--- src/rtl/rie_pkg.sv ---
package rie_pkg;

  localparam int unsigned DATA_WORDS_DEF = 256;
  localparam int unsigned NUM_REGS       = 16;
  localparam int unsigned REG_AW         = $clog2(NUM_REGS);
  // byte addresses wrap at 8 bits before the fold onto the memory depth
  localparam int unsigned ADDR_SPACE     = 256;

  typedef logic [7:0]        byte_t;
  typedef logic [REG_AW-1:0] reg_addr_t;

  typedef enum logic [2:0] {
    FN_EXEC   = 3'd0,
    FN_WR_MEM = 3'd1,
    FN_RD_MEM = 3'd2,
    FN_WR_REG = 3'd3,
    FN_RD_REG = 3'd4
  } func_e;

  typedef enum logic [3:0] {
    OP_ADD   = 4'd0,
    OP_SUB   = 4'd1,
    OP_MUL   = 4'd2,
    OP_INC   = 4'd3,
    OP_AND   = 4'd4,
    OP_OR    = 4'd5,
    OP_NOT   = 4'd6,
    OP_XOR   = 4'd7,
    OP_LOAD  = 4'd8,
    OP_STORE = 4'd9,
    OP_JUMP  = 4'd10,
    OP_BRZ   = 4'd11,
    OP_HALT  = 4'd15
  } op_e;

  // decoded word held in the issue stage
  typedef struct packed {
    func_e       func;
    logic [15:0] instr;
    byte_t       pc;
    byte_t       access_addr;
    byte_t       write_value;
    reg_addr_t   rc;          // dest for instructions, access_reg otherwise
  } s1_t;

  // register file write port
  typedef struct packed {
    logic      en;
    reg_addr_t addr;
    byte_t     data;
  } wb_t;

  // data memory request
  typedef struct packed {
    logic  en;
    logic  we;
    byte_t addr;
    byte_t wdata;
  } dmem_req_t;

  // execute stage result
  typedef struct packed {
    logic      wr;
    logic      ld;
    logic      rd_mem;
    reg_addr_t dst;
    byte_t     val;
    byte_t     rv;
    byte_t     next_pc;
    logic      halted;
    logic      halt_set;
    dmem_req_t dmem;
  } ex_t;

  // result stage, also the output register
  typedef struct packed {
    logic      wr;
    logic      ld;
    logic      rd_mem;
    reg_addr_t dst;
    byte_t     val;
    byte_t     rv;
    byte_t     next_pc;
    logic      halted;
  } s2_t;

endpackage

--- src/rtl/rie_regfile.sv ---
module rie_regfile (
  input  logic              clk_i,
  input  logic              rst_ni,
  input  logic              rd_en_i,
  input  rie_pkg::reg_addr_t rd_addr_a_i,
  input  rie_pkg::reg_addr_t rd_addr_b_i,
  input  rie_pkg::reg_addr_t rd_addr_c_i,
  input  rie_pkg::wb_t      wb_i,
  output rie_pkg::byte_t    rd_data_a_o,
  output rie_pkg::byte_t    rd_data_b_o,
  output rie_pkg::byte_t    rd_data_c_o
);
  import rie_pkg::*;

  // two copies written together give three read ports
  byte_t bank_a [NUM_REGS];
  byte_t bank_b [NUM_REGS];

  logic [NUM_REGS-1:0] vld_q;
  byte_t rd_a_q, rd_b_q, rd_c_q;

  always_ff @(posedge clk_i or negedge rst_ni) begin
    if (!rst_ni) begin
      vld_q <= '0;
    end else if (wb_i.en) begin
      vld_q[wb_i.addr] <= 1'b1;
    end
  end

  always_ff @(posedge clk_i) begin
    if (wb_i.en) begin
      bank_a[wb_i.addr] <= wb_i.data;
      bank_b[wb_i.addr] <= wb_i.data;
    end
  end

  // write-through: a read at the edge of a write sees the new byte
  always_ff @(posedge clk_i) begin
    if (rd_en_i) begin
      if (wb_i.en && wb_i.addr == rd_addr_a_i) begin
        rd_a_q <= wb_i.data;
      end else if (!vld_q[rd_addr_a_i]) begin
        rd_a_q <= '0;
      end else begin
        rd_a_q <= bank_a[rd_addr_a_i];
      end

      if (wb_i.en && wb_i.addr == rd_addr_b_i) begin
        rd_b_q <= wb_i.data;
      end else if (!vld_q[rd_addr_b_i]) begin
        rd_b_q <= '0;
      end else begin
        rd_b_q <= bank_a[rd_addr_b_i];
      end

      if (wb_i.en && wb_i.addr == rd_addr_c_i) begin
        rd_c_q <= wb_i.data;
      end else if (!vld_q[rd_addr_c_i]) begin
        rd_c_q <= '0;
      end else begin
        rd_c_q <= bank_b[rd_addr_c_i];
      end
    end
  end

  assign rd_data_a_o = rd_a_q;
  assign rd_data_b_o = rd_b_q;
  assign rd_data_c_o = rd_c_q;

endmodule

--- src/rtl/rie_dmem.sv ---
module rie_dmem #(
  parameter int unsigned DATA_WORDS = rie_pkg::DATA_WORDS_DEF
) (
  input  logic              clk_i,
  input  logic              rst_ni,
  input  rie_pkg::dmem_req_t req_i,
  output rie_pkg::byte_t    rd_data_o
);
  import rie_pkg::*;

  localparam int unsigned AW = (DATA_WORDS > 1) ? $clog2(DATA_WORDS) : 1;

  // fold of the 8-bit address onto the memory depth
  logic [AW-1:0] mod_tbl [ADDR_SPACE];

  for (genvar g = 0; g < ADDR_SPACE; g++) begin : g_mod
    localparam int unsigned ModV = g % DATA_WORDS;
    assign mod_tbl[g] = AW'(ModV);
  end

  byte_t mem [DATA_WORDS];
  logic [DATA_WORDS-1:0] vld_q;
  logic [AW-1:0] idx;
  byte_t rd_q;
  logic  rd_vld_q;

  assign idx = mod_tbl[req_i.addr];

  always_ff @(posedge clk_i or negedge rst_ni) begin
    if (!rst_ni) begin
      vld_q <= '0;
    end else if (req_i.en && req_i.we) begin
      vld_q[idx] <= 1'b1;
    end
  end

  always_ff @(posedge clk_i) begin
    if (req_i.en) begin
      if (req_i.we) begin
        mem[idx] <= req_i.wdata;
      end
      rd_q     <= mem[idx];
      rd_vld_q <= vld_q[idx];
    end
  end

  // never-written bytes read as zero
  assign rd_data_o = rd_vld_q ? rd_q : '0;

endmodule

--- src/rtl/rie_exec.sv ---
module rie_exec (
  input  rie_pkg::s1_t   s1_i,
  input  rie_pkg::byte_t op_a_i,
  input  rie_pkg::byte_t op_b_i,
  input  rie_pkg::byte_t op_c_i,
  input  logic           halt_i,
  output rie_pkg::ex_t   ex_o
);
  import rie_pkg::*;

  op_e         op;
  byte_t       p1;
  byte_t       ld_addr;
  logic [15:0] prod;

  assign op      = op_e'(s1_i.instr[15:12]);
  assign p1      = 8'(s1_i.pc + 8'd1);
  assign ld_addr = 8'(op_a_i + {4'b0000, s1_i.instr[3:0]});
  assign prod    = {8'h00, op_a_i} * {8'h00, op_b_i};

  always_comb begin
    ex_o          = '0;
    ex_o.dst      = s1_i.rc;
    ex_o.dmem.addr  = s1_i.access_addr;
    ex_o.dmem.wdata = s1_i.write_value;

    unique case (s1_i.func)
      FN_EXEC: begin
        if (halt_i) begin
          ex_o.next_pc = s1_i.pc;
        end else begin
          ex_o.next_pc = p1;
          unique case (op)
            OP_ADD: begin
              ex_o.wr  = 1'b1;
              ex_o.val = 8'(op_a_i + op_b_i);
            end
            OP_SUB: begin
              ex_o.wr  = 1'b1;
              ex_o.val = 8'(op_a_i - op_b_i);
            end
            OP_MUL: begin
              ex_o.wr  = 1'b1;
              ex_o.val = prod[7:0];
            end
            OP_INC: begin
              ex_o.wr  = 1'b1;
              ex_o.val = 8'(op_c_i + 8'd1);
            end
            OP_AND: begin
              ex_o.wr  = 1'b1;
              ex_o.val = op_a_i & op_b_i;
            end
            OP_OR: begin
              ex_o.wr  = 1'b1;
              ex_o.val = op_a_i | op_b_i;
            end
            OP_NOT: begin
              ex_o.wr  = 1'b1;
              ex_o.val = ~op_a_i;
            end
            OP_XOR: begin
              ex_o.wr  = 1'b1;
              ex_o.val = op_a_i ^ op_b_i;
            end
            OP_LOAD: begin
              ex_o.wr        = 1'b1;
              ex_o.ld        = 1'b1;
              ex_o.dmem.en   = 1'b1;
              ex_o.dmem.addr = ld_addr;
            end
            OP_STORE: begin
              ex_o.dmem.en    = 1'b1;
              ex_o.dmem.we    = 1'b1;
              ex_o.dmem.addr  = ld_addr;
              ex_o.dmem.wdata = op_c_i;
            end
            OP_JUMP: begin
              ex_o.next_pc = 8'(p1 + s1_i.instr[11:4]);
            end
            OP_BRZ: begin
              if (op_c_i == 8'h00) begin
                ex_o.next_pc = 8'(p1 + s1_i.instr[7:0]);
              end
            end
            OP_HALT: begin
              ex_o.halt_set = 1'b1;
              ex_o.next_pc  = s1_i.pc;
            end
            default: begin
            end
          endcase
        end
      end
      FN_WR_MEM: begin
        ex_o.dmem.en = 1'b1;
        ex_o.dmem.we = 1'b1;
      end
      FN_RD_MEM: begin
        ex_o.dmem.en = 1'b1;
        ex_o.rd_mem  = 1'b1;
      end
      FN_WR_REG: begin
        ex_o.wr  = 1'b1;
        ex_o.val = s1_i.write_value;
      end
      FN_RD_REG: begin
        ex_o.rv = op_c_i;
      end
      default: begin
      end
    endcase

    ex_o.halted = halt_i | ex_o.halt_set;
  end

endmodule

--- src/rtl/eight_bit_risc_instruction_executor_core.sv ---
// Channel    Dir  Handshake                     Payload
// s_axis     in   s_axis_tvalid/s_axis_tready   tuser: func; tdata: instruction and access word
// m_axis     out  m_axis_tvalid/m_axis_tready   tdata: next_pc, halted, read_value
//
// One word in per clock while the result port is not stalled; a taken word passes the
// issue register (with the register file read beside it), then the result register.
// The register file is read at the accept edge; the data memory is read and written
// in the issue stage, so loads and stores keep program order.
// Reset clears the valid bits of both stores and the halt flag; no clearing pass.
// A stalled result holds its register; the issue stage still takes one word behind it.
module eight_bit_risc_instruction_executor_core #(
  parameter int unsigned DATA_WORDS = rie_pkg::DATA_WORDS_DEF
) (
  input  logic        clk_i,
  input  logic        rst_ni,
  input  logic        s_axis_tvalid,
  output logic        s_axis_tready,
  input  logic [2:0]  s_axis_tuser,   // [2:0] func
  // [15:0] instr_word, [23:16] instr_pc, [31:24] access_addr,
  // [35:32] access_reg, [43:36] write_value, [47:44] zero
  input  logic [47:0] s_axis_tdata,
  output logic        m_axis_tvalid,
  input  logic        m_axis_tready,
  // [7:0] next_pc, [8] halted, [16:9] read_value, [23:17] zero
  output logic [23:0] m_axis_tdata
);
  import rie_pkg::*;

  logic      s_acc;
  logic      adv;
  func_e     in_func;
  reg_addr_t rd_c_addr;

  logic  v1_q, v1_d;
  s1_t   s1_q, s1_d;
  logic  v2_q, v2_d;
  s2_t   s2_q, s2_d;
  logic  halt_q, halt_d;

  byte_t     rd_a, rd_b, rd_c;
  byte_t     op_a, op_b, op_c;
  byte_t     wb_data;
  byte_t     dmem_rd;
  byte_t     read_value;
  wb_t       wb;
  dmem_req_t dreq;
  ex_t       ex;

  // ---------------------------------------------------------------------------
  // Handshake: issue stage moves on when the result register is free or drains
  // ---------------------------------------------------------------------------
  assign adv           = v1_q && (!v2_q || m_axis_tready);
  assign s_axis_tready = !v1_q || adv;
  assign s_acc         = s_axis_tvalid && s_axis_tready;

  // ---------------------------------------------------------------------------
  // Input decode and register file read at the accept edge
  // ---------------------------------------------------------------------------
  assign in_func   = func_e'(s_axis_tuser);
  assign rd_c_addr = (in_func == FN_EXEC) ? s_axis_tdata[11:8] : s_axis_tdata[35:32];

  always_comb begin
    s1_d.func        = in_func;
    s1_d.instr       = s_axis_tdata[15:0];
    s1_d.pc          = s_axis_tdata[23:16];
    s1_d.access_addr = s_axis_tdata[31:24];
    s1_d.write_value = s_axis_tdata[43:36];
    s1_d.rc          = rd_c_addr;
  end

  // writeback retires with the result word
  assign wb_data = s2_q.ld ? dmem_rd : s2_q.val;
  assign wb.en   = v2_q && m_axis_tready && s2_q.wr;
  assign wb.addr = s2_q.dst;
  assign wb.data = wb_data;

  rie_regfile u_regfile (
    .clk_i       (clk_i),
    .rst_ni      (rst_ni),
    .rd_en_i     (s_acc),
    .rd_addr_a_i (s_axis_tdata[7:4]),
    .rd_addr_b_i (s_axis_tdata[3:0]),
    .rd_addr_c_i (rd_c_addr),
    .wb_i        (wb),
    .rd_data_a_o (rd_a),
    .rd_data_b_o (rd_b),
    .rd_data_c_o (rd_c)
  );

  // ---------------------------------------------------------------------------
  // Issue stage: the result register holds the only older write not yet in
  // the register file, so forward from it
  // ---------------------------------------------------------------------------
  assign op_a = (v2_q && s2_q.wr && s2_q.dst == s1_q.instr[7:4]) ? wb_data : rd_a;
  assign op_b = (v2_q && s2_q.wr && s2_q.dst == s1_q.instr[3:0]) ? wb_data : rd_b;
  assign op_c = (v2_q && s2_q.wr && s2_q.dst == s1_q.rc)         ? wb_data : rd_c;

  rie_exec u_exec (
    .s1_i   (s1_q),
    .op_a_i (op_a),
    .op_b_i (op_b),
    .op_c_i (op_c),
    .halt_i (halt_q),
    .ex_o   (ex)
  );

  always_comb begin
    dreq    = ex.dmem;
    dreq.en = ex.dmem.en && adv;
  end

  rie_dmem #(
    .DATA_WORDS (DATA_WORDS)
  ) u_dmem (
    .clk_i     (clk_i),
    .rst_ni    (rst_ni),
    .req_i     (dreq),
    .rd_data_o (dmem_rd)
  );

  // ---------------------------------------------------------------------------
  // Stage control
  // ---------------------------------------------------------------------------
  always_comb begin
    v1_d   = v1_q;
    v2_d   = v2_q;
    halt_d = halt_q;
    if (s_acc) begin
      v1_d = 1'b1;
    end else if (adv) begin
      v1_d = 1'b0;
    end
    if (adv) begin
      v2_d = 1'b1;
    end else if (m_axis_tready) begin
      v2_d = 1'b0;
    end
    if (adv && ex.halt_set) begin
      halt_d = 1'b1;
    end
  end

  always_comb begin
    s2_d.wr      = ex.wr;
    s2_d.ld      = ex.ld;
    s2_d.rd_mem  = ex.rd_mem;
    s2_d.dst     = ex.dst;
    s2_d.val     = ex.val;
    s2_d.rv      = ex.rv;
    s2_d.next_pc = ex.next_pc;
    s2_d.halted  = ex.halted;
  end

  always_ff @(posedge clk_i or negedge rst_ni) begin
    if (!rst_ni) begin
      v1_q   <= 1'b0;
      v2_q   <= 1'b0;
      halt_q <= 1'b0;
    end else begin
      v1_q   <= v1_d;
      v2_q   <= v2_d;
      halt_q <= halt_d;
    end
  end

  always_ff @(posedge clk_i) begin
    if (s_acc) begin
      s1_q <= s1_d;
    end
    if (adv) begin
      s2_q <= s2_d;
    end
  end

  // ---------------------------------------------------------------------------
  // Result word
  // ---------------------------------------------------------------------------
  assign read_value    = s2_q.rd_mem ? dmem_rd : s2_q.rv;
  assign m_axis_tvalid = v2_q;
  assign m_axis_tdata  = {7'b0000000, read_value, s2_q.halted, s2_q.next_pc};

  // ---------------------------------------------------------------------------
  // Assertions
  // ---------------------------------------------------------------------------
  // halt is sticky
  a_halt_sticky : assert property (@(posedge clk_i) disable iff (!rst_ni)
    halt_q |=> halt_q)
    else $error("halt flag cleared");

  // the result register is always the newest word past issue, so its flag is current
  a_halt_out : assert property (@(posedge clk_i) disable iff (!rst_ni)
    v2_q |-> (s2_q.halted == halt_q))
    else $error("halted bit out of step with halt flag");

  // both stages full and output stalled: no new word may be taken
  a_full_stall : assert property (@(posedge clk_i) disable iff (!rst_ni)
    (v1_q && v2_q && !m_axis_tready) |-> !s_axis_tready)
    else $error("word accepted into a full pipe");

  // memory is only touched when the issue stage moves on
  a_dmem_adv : assert property (@(posedge clk_i) disable iff (!rst_ni)
    dreq.en |-> (v1_q && (!v2_q || m_axis_tready)))
    else $error("data memory access without issue advance");

endmodule
--- config.mk ---
export PLATFORM = sky130hd
export DESIGN_NAME = eight_bit_risc_instruction_executor_core
export DESIGN_NICKNAME = d
export VERILOG_FILES = /design/src/rtl/rie_pkg.sv /design/src/rtl/rie_regfile.sv /design/src/rtl/rie_dmem.sv /design/src/rtl/rie_exec.sv /design/src/rtl/eight_bit_risc_instruction_executor_core.sv
export SDC_FILE = /design/constraint.sdc
export NUM_CORES = 2
export LEC_CHECK = 0
export BUFFER_PORTS_ARGS = -buffer_cell sky130_fd_sc_hd__buf_2
export CORE_MARGIN = 1
export CORE_UTILIZATION = 55
export CTS_CLUSTER_SIZE = 16
export DETAILED_ROUTE_END_ITERATION = 6
export PLACE_DENSITY = 0.74
export SYNTH_ARGS = -nofsm -noshare
export SYNTH_HDL_FRONTEND = slang
export SYNTH_SLANG_ARGS = --single-unit
--- constraint.sdc ---
create_clock -name clk_i -period 19.2 [get_ports clk_i]
set_input_delay 3.84 -clock clk_i [delete_from_list [all_inputs] [get_ports clk_i]]
set_output_delay 3.84 -clock clk_i [all_outputs]
set_load 0.03 [all_outputs]
==> results.json <==
{
  "clkSinkCount": 2563,
  "reg2reg_to": "u_dmem.rd_vld_q",
  "route.detailed.drc": 0,
  "crit_required_ns": 19.78,
  "grt.overflow.total": 0,
  "synth_cell_types": 94,
  "die_w_um": 448,
  "whs_path_depth": 1,
  "ys_seq_area_share_pct": 69.0,
  "start_kind": "flip-flop",
  "clk_pin_slew_worst_paths_ns": 0.06,
  "slew_viol_final": 8,
  "min_to": "u_dmem.vld_q[42]",
  "holdWs_ns": 0.455,
  "final_util_pct": 61.1,
  "drt_iter0_markers": 12000,
  "setup_violations": 0,
  "ys.flop_type": "edfxtp_1",
  "htree_levels": 5,
  "dieArea_um2": 201000,
  "grt_pass1_wl_um": 471000,
  "ys_warn_count": 0,
  "violations": "max-capacitance violations, max-slew violations",
  "crit_type": "reg -> reg",
  "crit_fanout": 137,
  "fmax_mhz": 107,
  "cts_resized": 0,
  "finalSetupTns_ns": 0,
  "rrSetupSlack_ns": 9.85,
  "antenna_found_initial": 15,
  "dp_hpwl_um": 182000,
  "p_per_area_nw_per_um2": 103,
  "die_y_um": 448,
  "ys_async_sr_fraction_pct": 10.7,
  "num_vias": 75600,
  "synth_edf_count": 2288,
  "final_common_cell": "edfxtp_1",
  "finalWeightedCongestion": 0.898,
  "hold_class": "reg -> reg",
  "finalNetCount": 8596,
  "power_leakage_uw": 0.0430,
  "cts_tree": "yes",
  "ios": 81,
  "arrival_ns": 9.93,
  "area_growth_pct": 10.3,
  "rows": 163,
  "cts_setup_buffers": 0,
  "fp.coreArea_um2": 198000,
  "cts_buffers": 278,
  "slew_headroom_pct": -3.67,
  "worst_pin_slew_ns": 1.54,
  "dr.pass1.iters": 7,
  "reg2reg_depth": 18,
  "cts-root-buf": "clkbuf_16",
  "detail-route-antenna-nets": 0,
  "stdcell_count": 11300,
  "min_from": "u_dmem.vld_q[42]",
  "end_kind": "flip-flop",
  "ys_ff_latch": 2563,
  "hold_viol_final": 0,
  "ir_drop_mv": 0.110,
  "fin_skew_ns": 0.0755,
  "ctsLongestPathBuffers": 4,
  "final_cell_mix": "2,288 x edfxtp_1, 1,941 x nand2_1, 383 x nand3_1",
  "io_buffers": 69,
  "start_util_pct": 55.5,
  "grt_pass1_vias": 71800,
  "cap_violations": 2,
  "period_share_pct": 48.7,
  "dp_cells": 10800,
  "drive_gt1_share_pct": 11.3,
  "grt_max_degree": 217,
  "rsz0062_at_grt": "false",
  "fin_crit_ns": 9.35,
  "vias_per_cell": 6.69,
  "cts_hold_buffers": 0,
  "outcome": "finished with violations",
  "insertion_delay_ns": 0.96,
  "syn_area_um2": 110000,
  "r2r_start": "s2_q[26]",
  "postSynthAreaPerCell_um2": 12.8,
  "wire_per_inst_um": 28.5,
  "grtUsageTotal_pct": 31.8,
  "syn_inst": 8570,
  "totalWireLength_um": 323000
}
cells by family after synthesis:
logic type | count (synthesis) | share of synthesized area (%)
AOI/OAI and AO/OA | 1378 | 9.26
xor gates and xnor gates | 78 | 0.650
adders and majority gates | 76 | 0.975
buffers and inverters | 739 | 2.94
DFF | 2563 | 69.0
muxes | 160 | 2.51
other | 1 | 0.00342
and+or+nand+nor | 3575 | 14.7
area by class of cell:
type	count	area [µm²]
timing repair buffer	266	1980
tap	2640	3300
clock buffer	401	7800
fill	14400	76800
multi-input combinational	5274	31100
inverter	83	312
sequential	2563	75600
clock inverter	78	711
antenna	9	22.5
flip-flops by register name, indices dropped and copies added, names as in the netlist:
register,cells
u_dmem.mem,2048
u_dmem.vld_q,256
u_regfile.rd_data_a_o,8
u_regfile.bank_b,128
u_regfile.vld_q,16
m_axis_tvalid,1
u_dmem.rd_q,8
m_axis_tdata,9
u_regfile.rd_data_b_o,8
s1_q,47
u_regfile.rd_data_c_o,8
s2_q,23
halt_q,1
v1_q,1
u_dmem.rd_vld_q,1
critical path: stages (launching register included):
cell	delay, ns
edfxtp_1	0.63
xnor2_1	0.35
nand3_2	0.20
nor2_4	0.36
mux2i_1	0.57
inv_1	0.32
fa_1	0.58
and3_1	0.25
nor2_4	0.11
buf_4	0.41
buf_4	0.64
buf_4	0.69
buf_4	0.68
buf_12	0.57
a311oi_1	0.18
a311oi_1	0.54
nor3_1	0.26
or4_1	0.59
or4_1	0.76
worst max path at each step:
stage             start          endpoint  depth (start not counted)
2_1_floorplan  s2_q[30]  u_dmem.mem[0][2]                          5
3_3_place_gp   s2_q[26]   u_dmem.rd_vld_q                         18
3_5_place_dp   s2_q[26]   u_dmem.rd_vld_q                         18
4_1_cts        s2_q[26]   u_dmem.rd_vld_q                         18
5_1_grt        s2_q[26]   u_dmem.rd_vld_q                         18
6_report       s2_q[26]   u_dmem.rd_vld_q                         18
per-layer routing:
| metal | GRT usage, % | wire, µm |
|---|---|---|
| met5 | 0 | 90 |
| met4 | 15.9 | 16900 |
| met3 | 8.33 | 43200 |
| met2 | 47.5 | 145000 |
| met1 | 43.2 | 117000 |
synth_stat cells, types with 19 or more instances:
cell type,count,area share (%)
or2_1,84,0.48
mux4_2,91,1.9
edfxtp_1,2288,63
clkbuf_1,253,0.87
a21o_1,19,0.13
a311oi_1,325,2.6
nor3_1,98,0.45
and3_1,382,2.2
nand2b_1,26,0.15
mux2i_1,62,0.57
a221oi_1,28,0.22
or2_2,192,1.1
nor2_1,357,1.2
nand2_1,1947,6.7
xnor2_1,58,0.46
inv_1,78,0.27
a32oi_1,115,0.92
a211oi_1,210,1.4
nand3_1,384,1.8
or3_1,23,0.13
nand4_1,29,0.17
a22oi_1,56,0.38
dfrtp_1,275,6.3
o21ai_0,117,0.53
buf_4,26,0.18
a31oi_1,240,1.4
a21oi_1,118,0.54
buf_2,272,1.2
buf_1,103,0.35
ha_1,59,0.67
a211o_1,21,0.17
power breakdown:
part / leakage, µW / internal [µW] / total [µW] / switching (µW)
clock: 0.00415 / 2970 / 5100 / 2120
combinational: 0.0144 / 333 / 1130 / 801
sequential: 0.0245 / 6140 / 6180 / 38.0
per-stage QoR:
stage / total power, µW / instance area [µm²] / setup WS (ns)
2_1_floorplan: 7040 / 110000 / 5.25
3_3_place_gp: 7360 / 112000 / 10.25
3_5_place_dp: 7390 / 112000 / 10.31
4_1_cts: 12400 / 121000 / 10.28
5_1_grt: 12700 / 121000 / 9.77
6_report: 12400 / 121000 / 9.85
Note: power is estimated with default switching activity, not from simulation.
